==> src/hw/rtl/rrts_pkg.sv <==
// ----------------------------------------------------------------------------
// Round-robin thread scheduler package
// Shared types and codes for the scheduler controller, datapath and top level.
// ----------------------------------------------------------------------------
package rrts_pkg;

  typedef enum logic [2:0] {
    OP_TICK   = 3'd0,
    OP_SWITCH = 3'd1,
    OP_SLEEP  = 3'd2,
    OP_WAIT   = 3'd3,
    OP_SIGNAL = 3'd4,
    OP_INIT   = 3'd5
  } op_e;

  typedef enum logic [2:0] {
    ST_IDLE,
    ST_EXEC,
    ST_SWITCH,
    ST_RELEASE,
    ST_RESULT
  } state_e;

  typedef struct packed {
    logic [2:0]         operation;
    logic [2:0]         sem_id;
    logic [31:0]        sleep_ticks;
    logic signed [31:0] init_count;
  } in_t;

  typedef struct packed {
    logic [2:0]         running_thread;
    logic               none_runnable;
    logic               caller_blocked;
    logic signed [31:0] sem_count;
    logic               no_waiter;
  } out_t;

  typedef struct packed {
    logic accept;
    logic exec;
    logic step_switch;
    logic step_release;
    logic load_out;
  } cmd_t;

  typedef struct packed {
    logic need_switch;
    logic need_release;
    logic hit_run;
    logic hit_waiter;
    logic last;
    logic out_free;
  } status_t;

endpackage

==> src/hw/rtl/rrts_ctrl.sv <==
// ----------------------------------------------------------------------------
// Round-robin thread scheduler controller
// Sequences accept, execute, ring search and result transfer for each command.
// ----------------------------------------------------------------------------
module rrts_ctrl (
  input  logic               clk_i,
  input  logic               rst_ni,
  input  logic               in_valid_i,
  output logic               in_stall_o,
  input  rrts_pkg::status_t  status_i,
  output rrts_pkg::cmd_t     cmd_o
);

  rrts_pkg::state_e state_q, state_d;

  always_ff @(posedge clk_i or negedge rst_ni) begin
    if (!rst_ni) begin
      state_q <= rrts_pkg::ST_IDLE;
    end else begin
      state_q <= state_d;
    end
  end

  always_comb begin
    state_d = state_q;
    case (state_q)
      rrts_pkg::ST_IDLE: begin
        if (in_valid_i) begin
          state_d = rrts_pkg::ST_EXEC;
        end
      end
      rrts_pkg::ST_EXEC: begin
        if (status_i.need_switch) begin
          state_d = rrts_pkg::ST_SWITCH;
        end else if (status_i.need_release) begin
          state_d = rrts_pkg::ST_RELEASE;
        end else begin
          state_d = rrts_pkg::ST_RESULT;
        end
      end
      rrts_pkg::ST_SWITCH: begin
        if (status_i.hit_run || status_i.last) begin
          state_d = rrts_pkg::ST_RESULT;
        end
      end
      rrts_pkg::ST_RELEASE: begin
        if (status_i.hit_waiter || status_i.last) begin
          state_d = rrts_pkg::ST_RESULT;
        end
      end
      rrts_pkg::ST_RESULT: begin
        if (status_i.out_free) begin
          state_d = rrts_pkg::ST_IDLE;
        end
      end
      default: begin
        state_d = rrts_pkg::ST_IDLE;
      end
    endcase
  end

  always_comb begin
    cmd_o      = '0;
    in_stall_o = 1'b1;
    case (state_q)
      rrts_pkg::ST_IDLE: begin
        in_stall_o    = 1'b0;
        cmd_o.accept  = in_valid_i;
      end
      rrts_pkg::ST_EXEC: begin
        cmd_o.exec = 1'b1;
      end
      rrts_pkg::ST_SWITCH: begin
        cmd_o.step_switch = 1'b1;
      end
      rrts_pkg::ST_RELEASE: begin
        cmd_o.step_release = 1'b1;
      end
      rrts_pkg::ST_RESULT: begin
        cmd_o.load_out = status_i.out_free;
      end
      default: begin
        cmd_o = '0;
      end
    endcase
  end

endmodule

==> src/hw/rtl/rrts_datapath.sv <==
// ----------------------------------------------------------------------------
// Round-robin thread scheduler datapath
// Holds thread and semaphore state, the ring search cursor and the result.
// ----------------------------------------------------------------------------
module rrts_datapath #(
  parameter int THREADS    = 6,
  parameter int SEMAPHORES = 8
) (
  input  logic              clk_i,
  input  logic              rst_ni,
  input  rrts_pkg::in_t     in_data_i,
  output logic              out_valid_o,
  input  logic              out_stall_i,
  output rrts_pkg::out_t    out_data_o,
  input  rrts_pkg::cmd_t    cmd_i,
  output rrts_pkg::status_t status_o
);

  localparam int ThrW     = $clog2(THREADS);
  localparam int CntW     = $clog2(THREADS + 1);
  localparam int SemDepth = (SEMAPHORES < 8) ? SEMAPHORES : 8;
  localparam int SemIdxW  = (SemDepth > 1) ? $clog2(SemDepth) : 1;
  localparam logic signed [31:0] SemMin = 32'sh8000_0000;
  localparam logic signed [31:0] SemMax = 32'sh7fff_ffff;

  logic [ThrW-1:0]    cur_q;
  logic [31:0]        sleep_q   [THREADS];
  logic [THREADS-1:0] blocked_q;
  logic [2:0]         bsem_q    [THREADS];
  logic signed [31:0] sem_q     [SemDepth];
  logic               out_valid_q;

  rrts_pkg::in_t      req_q;
  rrts_pkg::out_t     out_q;
  logic [ThrW-1:0]    t_q;
  logic [CntW-1:0]    k_q;
  logic               blk_q;
  logic               show_q;
  logic signed [31:0] cnt_q;
  logic               nowait_q;

  logic [THREADS-1:0] runnable;
  logic [SemIdxW-1:0] sem_idx;
  logic               sem_ok;
  logic               sem_op;
  logic signed [31:0] sem_rd;
  logic signed [31:0] sem_dec;
  logic signed [31:0] sem_inc;
  logic signed [31:0] sem_new;
  logic               wait_blocks;
  logic               need_release;
  logic [ThrW-1:0]    t_first;
  logic [ThrW-1:0]    t_next;
  logic               hit_run;
  logic               hit_waiter;

  always_comb begin
    for (int i = 0; i < THREADS; i++) begin
      runnable[i] = !blocked_q[i] && (sleep_q[i] == 32'd0);
    end
  end

  assign sem_idx = req_q.sem_id[SemIdxW-1:0];
  assign sem_ok  = int'(req_q.sem_id) < SEMAPHORES;
  assign sem_rd  = sem_q[sem_idx];
  assign sem_dec = (sem_rd == SemMin) ? sem_rd : sem_rd - 32'sd1;
  assign sem_inc = (sem_rd == SemMax) ? sem_rd : sem_rd + 32'sd1;

  always_comb begin
    sem_op  = 1'b0;
    sem_new = sem_rd;
    case (req_q.operation)
      rrts_pkg::OP_WAIT: begin
        sem_op  = sem_ok;
        sem_new = sem_dec;
      end
      rrts_pkg::OP_SIGNAL: begin
        sem_op  = sem_ok;
        sem_new = sem_inc;
      end
      rrts_pkg::OP_INIT: begin
        sem_op  = sem_ok;
        sem_new = req_q.init_count;
      end
      default: begin
        sem_op  = 1'b0;
        sem_new = sem_rd;
      end
    endcase
  end

  assign wait_blocks  = (req_q.operation == rrts_pkg::OP_WAIT) && sem_ok && sem_dec[31];
  assign need_release = (req_q.operation == rrts_pkg::OP_SIGNAL) && sem_ok &&
                        (sem_inc[31] || (sem_inc == 32'sd0));

  assign t_first    = (cur_q == ThrW'(THREADS - 1)) ? '0 : cur_q + 1'b1;
  assign t_next     = (t_q == ThrW'(THREADS - 1)) ? '0 : t_q + 1'b1;
  assign hit_run    = runnable[t_q];
  assign hit_waiter = blocked_q[t_q] && (bsem_q[t_q] == req_q.sem_id);

  assign status_o.need_switch  = (req_q.operation == rrts_pkg::OP_SWITCH) ||
                                 (req_q.operation == rrts_pkg::OP_SLEEP) || wait_blocks;
  assign status_o.need_release = need_release;
  assign status_o.hit_run      = hit_run;
  assign status_o.hit_waiter   = hit_waiter;
  assign status_o.last         = (k_q == CntW'(THREADS));
  assign status_o.out_free     = !out_valid_q || !out_stall_i;

  always_ff @(posedge clk_i or negedge rst_ni) begin
    if (!rst_ni) begin
      cur_q       <= '0;
      blocked_q   <= '0;
      out_valid_q <= 1'b0;
      for (int i = 0; i < THREADS; i++) begin
        sleep_q[i] <= '0;
        bsem_q[i]  <= '0;
      end
      for (int s = 0; s < SemDepth; s++) begin
        sem_q[s] <= '0;
      end
    end else begin
      if (cmd_i.exec) begin
        case (req_q.operation)
          rrts_pkg::OP_TICK: begin
            for (int i = 0; i < THREADS; i++) begin
              if (sleep_q[i] != 32'd0) begin
                sleep_q[i] <= sleep_q[i] - 32'd1;
              end
            end
          end
          rrts_pkg::OP_SLEEP: begin
            sleep_q[cur_q] <= req_q.sleep_ticks;
          end
          rrts_pkg::OP_WAIT, rrts_pkg::OP_SIGNAL, rrts_pkg::OP_INIT: begin
            if (sem_ok) begin
              sem_q[sem_idx] <= sem_new;
            end
            if (wait_blocks) begin
              blocked_q[cur_q] <= 1'b1;
              bsem_q[cur_q]    <= req_q.sem_id;
            end
          end
          default: begin
          end
        endcase
      end
      if (cmd_i.step_switch && hit_run) begin
        cur_q <= t_q;
      end
      if (cmd_i.step_release && hit_waiter) begin
        blocked_q[t_q] <= 1'b0;
        bsem_q[t_q]    <= '0;
      end
      if (cmd_i.load_out) begin
        out_valid_q <= 1'b1;
      end else if (out_valid_q && !out_stall_i) begin
        out_valid_q <= 1'b0;
      end
    end
  end

  always_ff @(posedge clk_i) begin
    if (cmd_i.accept) begin
      req_q <= in_data_i;
    end
    if (cmd_i.exec) begin
      t_q      <= t_first;
      k_q      <= CntW'(1);
      blk_q    <= wait_blocks;
      show_q   <= sem_op;
      cnt_q    <= sem_new;
      nowait_q <= need_release;
    end
    if (cmd_i.step_switch || cmd_i.step_release) begin
      t_q <= t_next;
      k_q <= k_q + 1'b1;
    end
    if (cmd_i.step_release && hit_waiter) begin
      nowait_q <= 1'b0;
    end
    if (cmd_i.load_out) begin
      out_q.running_thread <= 3'(cur_q);
      out_q.none_runnable  <= ~|runnable;
      out_q.caller_blocked <= blk_q;
      out_q.sem_count      <= show_q ? cnt_q : 32'sd0;
      out_q.no_waiter      <= nowait_q;
    end
  end

  assign out_valid_o = out_valid_q;
  assign out_data_o  = out_q;

endmodule

==> src/hw/rtl/round_robin_thread_scheduler_unit.sv <==
// ----------------------------------------------------------------------------
// Round-robin thread scheduler unit
// Thread scheduler with sleep counters and counting semaphores over a ring.
//
//   Channel  Direction  Handshake              Payload
//   in       input      in_valid_i/in_stall_o  in_data_i   (rrts_pkg::in_t)
//   out      output     out_valid_o/out_stall_i out_data_o (rrts_pkg::out_t)
//
// A command that needs a ring search examines up to THREADS threads, one
// thread per cycle.
// One command is in progress at a time; the next transfer is taken once the
// result is in the output register, even while that result is stalled.
// Reset clears all thread state, semaphore counts and the running thread.
// ----------------------------------------------------------------------------
module round_robin_thread_scheduler_unit #(
  parameter int THREADS    = 6,
  parameter int SEMAPHORES = 8
) (
  input  logic           clk_i,
  input  logic           rst_ni,
  input  logic           in_valid_i,
  output logic           in_stall_o,
  input  rrts_pkg::in_t  in_data_i,
  output logic           out_valid_o,
  input  logic           out_stall_i,
  output rrts_pkg::out_t out_data_o
);

  rrts_pkg::cmd_t    cmd;
  rrts_pkg::status_t status;

  rrts_ctrl u_ctrl (
    .clk_i      (clk_i),
    .rst_ni     (rst_ni),
    .in_valid_i (in_valid_i),
    .in_stall_o (in_stall_o),
    .status_i   (status),
    .cmd_o      (cmd)
  );

  rrts_datapath #(
    .THREADS    (THREADS),
    .SEMAPHORES (SEMAPHORES)
  ) u_datapath (
    .clk_i       (clk_i),
    .rst_ni      (rst_ni),
    .in_data_i   (in_data_i),
    .out_valid_o (out_valid_o),
    .out_stall_i (out_stall_i),
    .out_data_o  (out_data_o),
    .cmd_i       (cmd),
    .status_o    (status)
  );

endmodule
==> config.mk <==
export PLATFORM = sky130hd
export DESIGN_NAME = round_robin_thread_scheduler_unit
export DESIGN_NICKNAME = d
export VERILOG_FILES = /design/src/hw/rtl/rrts_pkg.sv /design/src/hw/rtl/rrts_ctrl.sv /design/src/hw/rtl/rrts_datapath.sv /design/src/hw/rtl/round_robin_thread_scheduler_unit.sv
export SDC_FILE = /design/constraint.sdc
export NUM_CORES = 1
export LEC_CHECK = 0
export BUFFER_PORTS_ARGS = -buffer_cell sky130_fd_sc_hd__buf_2
export CORE_MARGIN = 8
export CORE_UTILIZATION = 35
export DETAILED_ROUTE_END_ITERATION = 7
export SLEW_MARGIN = 30
export SYNTH_ARGS = -nofsm -noshare
export SYNTH_HDL_FRONTEND = slang
export SYNTH_HIERARCHICAL = 1
export SYNTH_SLANG_ARGS = --single-unit
==> constraint.sdc <==
create_clock -name clk_i -period 5.1 [get_ports clk_i]
set_input_delay 0.765 -clock clk_i [delete_from_list [all_inputs] [get_ports clk_i]]
set_output_delay 0.765 -clock clk_i [all_outputs]
set_load 0.02 [all_outputs]
## Word-level counts from Yosys, hierarchy flattened

Index checks and enable logic that the tools add are counted.
W data, S select, Z words.

| operators by class | value |
|---|---|
| $add $sub $neg | 11 |
| order comparisons | 10 |
| eq/ne operators | 25 |
| muxes and demuxes | 65 |
| bitwise gates (word level) | 8 |
| reduce and logical (&&, ||, !) cells | 61 |

Operators with widths:

| cell | number |
|---|---|
| $mux W32 | 12 |
| $pmux W192 S2 | 1 |
| $bwmux W256 | 1 |
| $logic_not A32 Y1 | 7 |
| $bwmux W192 | 1 |
| $demux W32 S3 | 2 |
| $reduce_bool A32 Y1 | 6 |
| $sub A32 B1 Y32 const B | 6 |
| $bmux W32 S3 | 1 |
| $pmux W32 S3 | 1 |
| $mux W18 | 4 |
| $eq A32 B32 Y1 const B | 2 |
| $mux W3 | 16 |
| $add A32 B2 Y32 const B | 1 |
| $sub A32 B2 Y32 const B | 1 |
| $mux W6 | 4 |
| $and A18 B18 Y18 | 1 |
| $bwmux W18 | 1 |
| $demux W3 S3 | 2 |
| $eq A3 B3 Y1 const B | 6 |
| $ne A2 B1 Y1 const B | 9 |
| $not A18 Y18 | 1 |
| $reduce_and A3 Y1 | 6 |
| $logic_and A1 B1 Y1 | 17 |
| other kinds (26) | 71 |

| storage, ports and cells | value |
|---|---|
| register bits after elaboration | 628 |
| bits of input ports | 74 |
| word-level logic and storage cells | 219 |

## Longest topological paths before layout

| logic depth | value |
|---|---|
| depth after elaboration | 12 |
| depth in mapped cells | 22 |
| mapped depth without buffers | 16 |

## Modules after synthesis

Netlist, hierarchy kept.

Modules (own cells, without submodules):

| module | instances | cells an instance | area each (µm²) |
|---|---|---|---|
| rrts_datapath | 1 | 3,354 | 31,846.8 |
| rrts_ctrl | 1 | 32 | 259.0 |

## Worst setup path before layout

No wires, ideal clock.

| path | value |
|---|---|
| path kind | reg-to-reg |
| from | register u_ctrl.state_q[1] |
| to | register u_datapath/sleep_q[123] in the netlist's numbering |
| library setup time | 135 ps |
| data arrival time | 4,893 ps |
| setup slack | 72 ps |
| cell stages (with the launch flop) | 9 |
| period minus slack after synthesis | 5,028 ps |
| path through | dfrtp_1 clkbuf_1 nor3_1 nor3b_1 o211ai_1 clkbuf_1 clkbuf_1 o21ai_0 o21ai_0 |

RTL lines:

| item | RTL line | RTL |
|---|---|---|
| from (decl) | rrts_ctrl.sv:14 | `rrts_pkg::state_e state_q, state_d;` |
| from (signal assigned) | rrts_ctrl.sv:18 | `state_q <= rrts_pkg::ST_IDLE;` |
| from (signal assigned) | rrts_ctrl.sv:20 | `state_q <= state_d;` |
| to (signal, indexed assignment) | rrts_datapath.sv:127 | `sleep_q[i] <= sleep_q[i] - 32'd1;` |
| to (signal, indexed assignment) | rrts_datapath.sv:132 | `sleep_q[cur_q] <= req_q.sleep_ticks;` |
| to (decl) | rrts_datapath.sv:27 | `logic [31:0] sleep_q [THREADS];` |

## Worst setup path in the final report

| path | value |
|---|---|
| from | register u_datapath.req_q (netlist bit u_datapath/sem_idx[1]) |
| to | register u_datapath.cnt_q[25], data pin |

| on the way | value |
|---|---|
| cells in the longest elaborated chain, start to end | 7 |
| elaborated cells between the ends (all ways) | 11 |

RTL lines:

| item | RTL line | RTL |
|---|---|---|
| from (decl) | rrts_datapath.sv:33 | `rrts_pkg::in_t req_q;` |
| from (signal assigned) | rrts_datapath.sv:164 | `req_q <= in_data_i;` |
| $not A3 Y4 (implied by the code) (*) | rrts_datapath.sv:65 | `assign sem_rd = sem_q[sem_idx];` |
| $bmux W32 S3 (*) | rrts_datapath.sv:65 |  |
| $mux W32 (implied by the code) (*) (2 in series) | rrts_datapath.sv:65 |  |
| $add A32 B2 Y32, or another cell as far along | rrts_datapath.sv:67 | `assign sem_inc = (sem_rd == SemMax) ? sem_rd : sem_rd + 32'sd1;` |
| $mux W32, on equally long branches | rrts_datapath.sv:67, rrts_datapath.sv:66 |  |
| $pmux W32 S3 (*) | rrts_datapath.sv:72 | `case (req_q.operation)` |
| net u_datapath.sem_new[25] | rrts_datapath.sv:49 | `logic signed [31:0] sem_new;` |
| to (signal assigned) | rrts_datapath.sv:171 | `cnt_q <= sem_new;` |
| to (decl) | rrts_datapath.sv:39 | `logic signed [31:0] cnt_q;` |

Mark *: on every way through the listed nets, which the timed path passes. The rest lies on a longest branch. The select of a mux whose other input is x is not followed.
A chain may end at the register's enable or synchronous reset.

==> impl_results.md <==
* Ports at 114
* H-tree Lvls at 3
* Clk buf depth at 3
* Net Count, Synth at 3471
* Slew HR at 34.7%
* Flops & latches, synth at 628
* CP peak stage delay at 530 ps
* Top-area cell type share of the netlist area at 37.3%
* Routed Antenna Nets at 0
* Outcome: complete, no violations
* Critical path data required time at 5460 ps
* Vias in the first global route at 25.7k
* Die span in x at 319 microns
* YS warnings at 6
* Number of max-cap violations at 0
* Total global routing overflow at 0
* Final Util at 40.2%
* Max Freq at 208 MHz
* Worst-Margin Slew at 965 ps
* Crit path DAT at 5170 ps
* Mapped Cells at 3386
* Vias/cell at 5.68
* Yosys top cell by area: dfrtp_1
* PwrDens at 567 mW/mm^2
* GPL Wtd Cong at 0.929
* Setup TNS at 0 ps
* Worst R2R Path Depth at 15
* Die area at 0.102 sq mm
* Pin count of the biggest net entering global routing at 105
* Final Setup Violations at 0
* Placed cell area at 0.0344 sq mm
* Synth cell types at 98
* Drt drc at 0
* RSZ-0062 raised after global routing: no
* Top FF cell, synth: dfrtp_1
* Worst-path clk slew at 60 ps
* Final Skew at 39.3 ps
* R2R setup slack at 290 ps
* # Post-CTS Setup Buffers at 0
* Final Hold Viols at 0
* Post-route minimum period at 4810 ps
* Vias at 26.8k
* Period utilization at 94.3%
* Initial Utilization at 35.2%
* Commonest cells post-synth: o21ai_0 (593), dfrtp_1 (479), nand2_1 (369), nor2_1 (328), a21oi_1 (233)
* HP Class: primary input to asynchronous set/reset pin
* Worst-skew pair later-pin latency at 640 ps
* Sequential area share after synthesis at 51.2%
* DRT iter0 DRCs at 2297
* P_leak at 14.8 nW
* Fin area at 0.0367 sq mm
* Crit-path max FO at 47
* Dpl ws at 370 ps
* CP Capture Type: flop
* Chip height at 319 microns
* CP max-delay cell: mux4_2
* DRT Pass-1 Iters at 5
* # nets final at 3560
* Number of synthesized flops with an enable pin at 148
* Most frequent cell after synthesis: o21ai_0
* CTS root buffer: clkbuf_16
* P&R area growth vs syn at 14.3%
* Post-synthesis async set-or-reset flop share at 76.3%
* Initial antenna violation count at 7
* Cts hold-fix bufs at 0
* All-layer global routing usage at 19.7%
* Mean cell area of the mapped netlist at 9.48 sq um
* CTS Buf Count at 74
* Maximum VDD drop at 0.235 mV
* Reg-to-Reg Start: u_datapath/sem_idx[1]
* Detailed Place HPWL at 70.8 mm
* Startpoint Class: flop
* Setup CP Type: flop to flop
* Reg-to-Reg End: u_datapath/cnt_q[25]
* Critical-path cell list: buf_12 > buf_4 > mux4_2 > mux2i_2 > buf_4 > nand4_1 > nand4b_1 > nor3_1 > nand3_1 > nor3_1 > nand3_1 > xnor2_1 > a22oi_1 > buf_4 > mux2i_1
* Core area at 0.0912 sq mm
* DRT Wirelength at 103 mm
* First-pass GRT wire length at 159 mm
* Cell Rows at 111
* Fill count at 8985
* CTS sink count at 628
* Routed WL per cell at 21.9 microns
* Fin worst setup slack at 289 ps
* Slew Limit Fails at 0
* # resized after CTS at 0
* Synth top area cells: dfrtp_1 (37%), edfxtp_1 (14%), o21ai_0 (9.2%)
* Layout cell share with drive strength beyond 1 at 13.5%
* CTS tree: done
* Buffers on Ports at 113
* CP most frequent cell: buf_4
* Cell area after synthesis at 0.0321 sq mm
[power breakdown]
group	switching (W)	internal, W
Clock	0.00215	0.00286
Combinational	0.00471	0.00276
Sequential	0.00141	0.00691
[through the flow]
step / hold WS [ps] / power [W] / instances
2_1_floorplan: 400 / 0.0130 / 3386
3_3_place_gp: 443 / 0.0156 / 4583
3_5_place_dp: 453 / 0.0158 / 4585
4_1_cts: 183 / 0.0209 / 4720
5_1_grt: 200 / 0.0221 / 4720
6_report: 154 / 0.0208 / 4722
[flip-flops by register name, indices dropped and copies added, names as in the netlist, 6 cells and up]
| register | count |
|---|---|
| u_datapath/blocked_q | 6 |
| u_datapath/bsem_q | 18 |
| u_datapath/cnt_q | 32 |
| u_datapath/out_data_o | 38 |
| u_datapath/req_q | 67 |
| u_datapath/sem_q | 256 |
| u_datapath/sleep_q | 192 |
[kinds of logic after synthesis]
kind of cell	Yosys count	share of synthesized area, %
DFF	628	51.2
adders and majority gates	11	0.429
AOI/OAI and AO/OA	1119	20.0
and+or+nand+nor	1135	17.0
buffers and inverters	316	4.10
xor gates and xnor gates	33	0.900
muxes	144	6.37
[worst max path at each step]
stage / start / end / cells past startpoint
after floorplan: u_ctrl/state_q[1] / u_datapath/sleep_q[123] / 8
after CTS: u_datapath/sem_idx[1] / u_datapath/cnt_q[25] / 15
after global placement: u_datapath/sem_idx[1] / u_datapath/cnt_q[25] / 15
after global routing: u_datapath/sem_idx[1] / u_datapath/cnt_q[25] / 15
final: u_datapath/sem_idx[1] / u_datapath/cnt_q[25] / 15
after detailed placement: u_datapath/sem_idx[1] / u_datapath/cnt_q[25] / 15
[critical path: cells and delay by family, from the launching register on]
family | cells | cell delay [ps]
DFF | 1 | 370
buffers and inverters | 4 | 940
AOI/OAI and AO/OA | 1 | 190
and+or+nand+nor | 6 | 1990
muxes | 3 | 880
xor gates and xnor gates | 1 | 160
[area by class of cell]
type	instances	area, sq um	share of cell area, %
antenna	2	5.00	0.0136
clock buffer	109	2110	5.74
clock inverter	26	145	0.396
inverter	89	334	0.911
multi-input combinational	2442	14400	39.3
sequential	628	16500	44.8
tap	1186	1480	4.05
timing repair buffer	240	1730	4.72
[layer usage]
layer	routed length, microns	up-vias	global-route usage [%]
met4	3160	2	6.60
met2	46400	933	30.7
li1	-	12500	-
met3	7160	181	3.57
met5	10	-	0
met1	46600	13200	27.7
[cell usage in the layout (no fill, tap or decap), types with 11 or more instances in the layout]
cell,count
a31oi_1,26
nand2b_1,20
a32oi_1,51
nor3_1,100
o21ai_0,593
nor2_1,320
clkbuf_1,25
or3_1,23
o21ai_1,14
nand2_1,361
xnor2_1,29
buf_4,112
and2_1,57
nor3b_1,17
mux4_2,41
a211oi_1,17
a22oi_1,84
and3_1,25
inv_1,88
nand4_1,20
buf_2,112
clkbuf_16,76
buf_12,13
mux2i_1,67
dfrtp_1,479
o22ai_1,20
edfxtp_1,148
nor4_1,49
mux2_2,27
ha_1,11
a21oi_1,233
clkinv_1,12
nand3_1,35
nor2b_1,17
No activity file was read; power rests on OpenSTA's default activity.
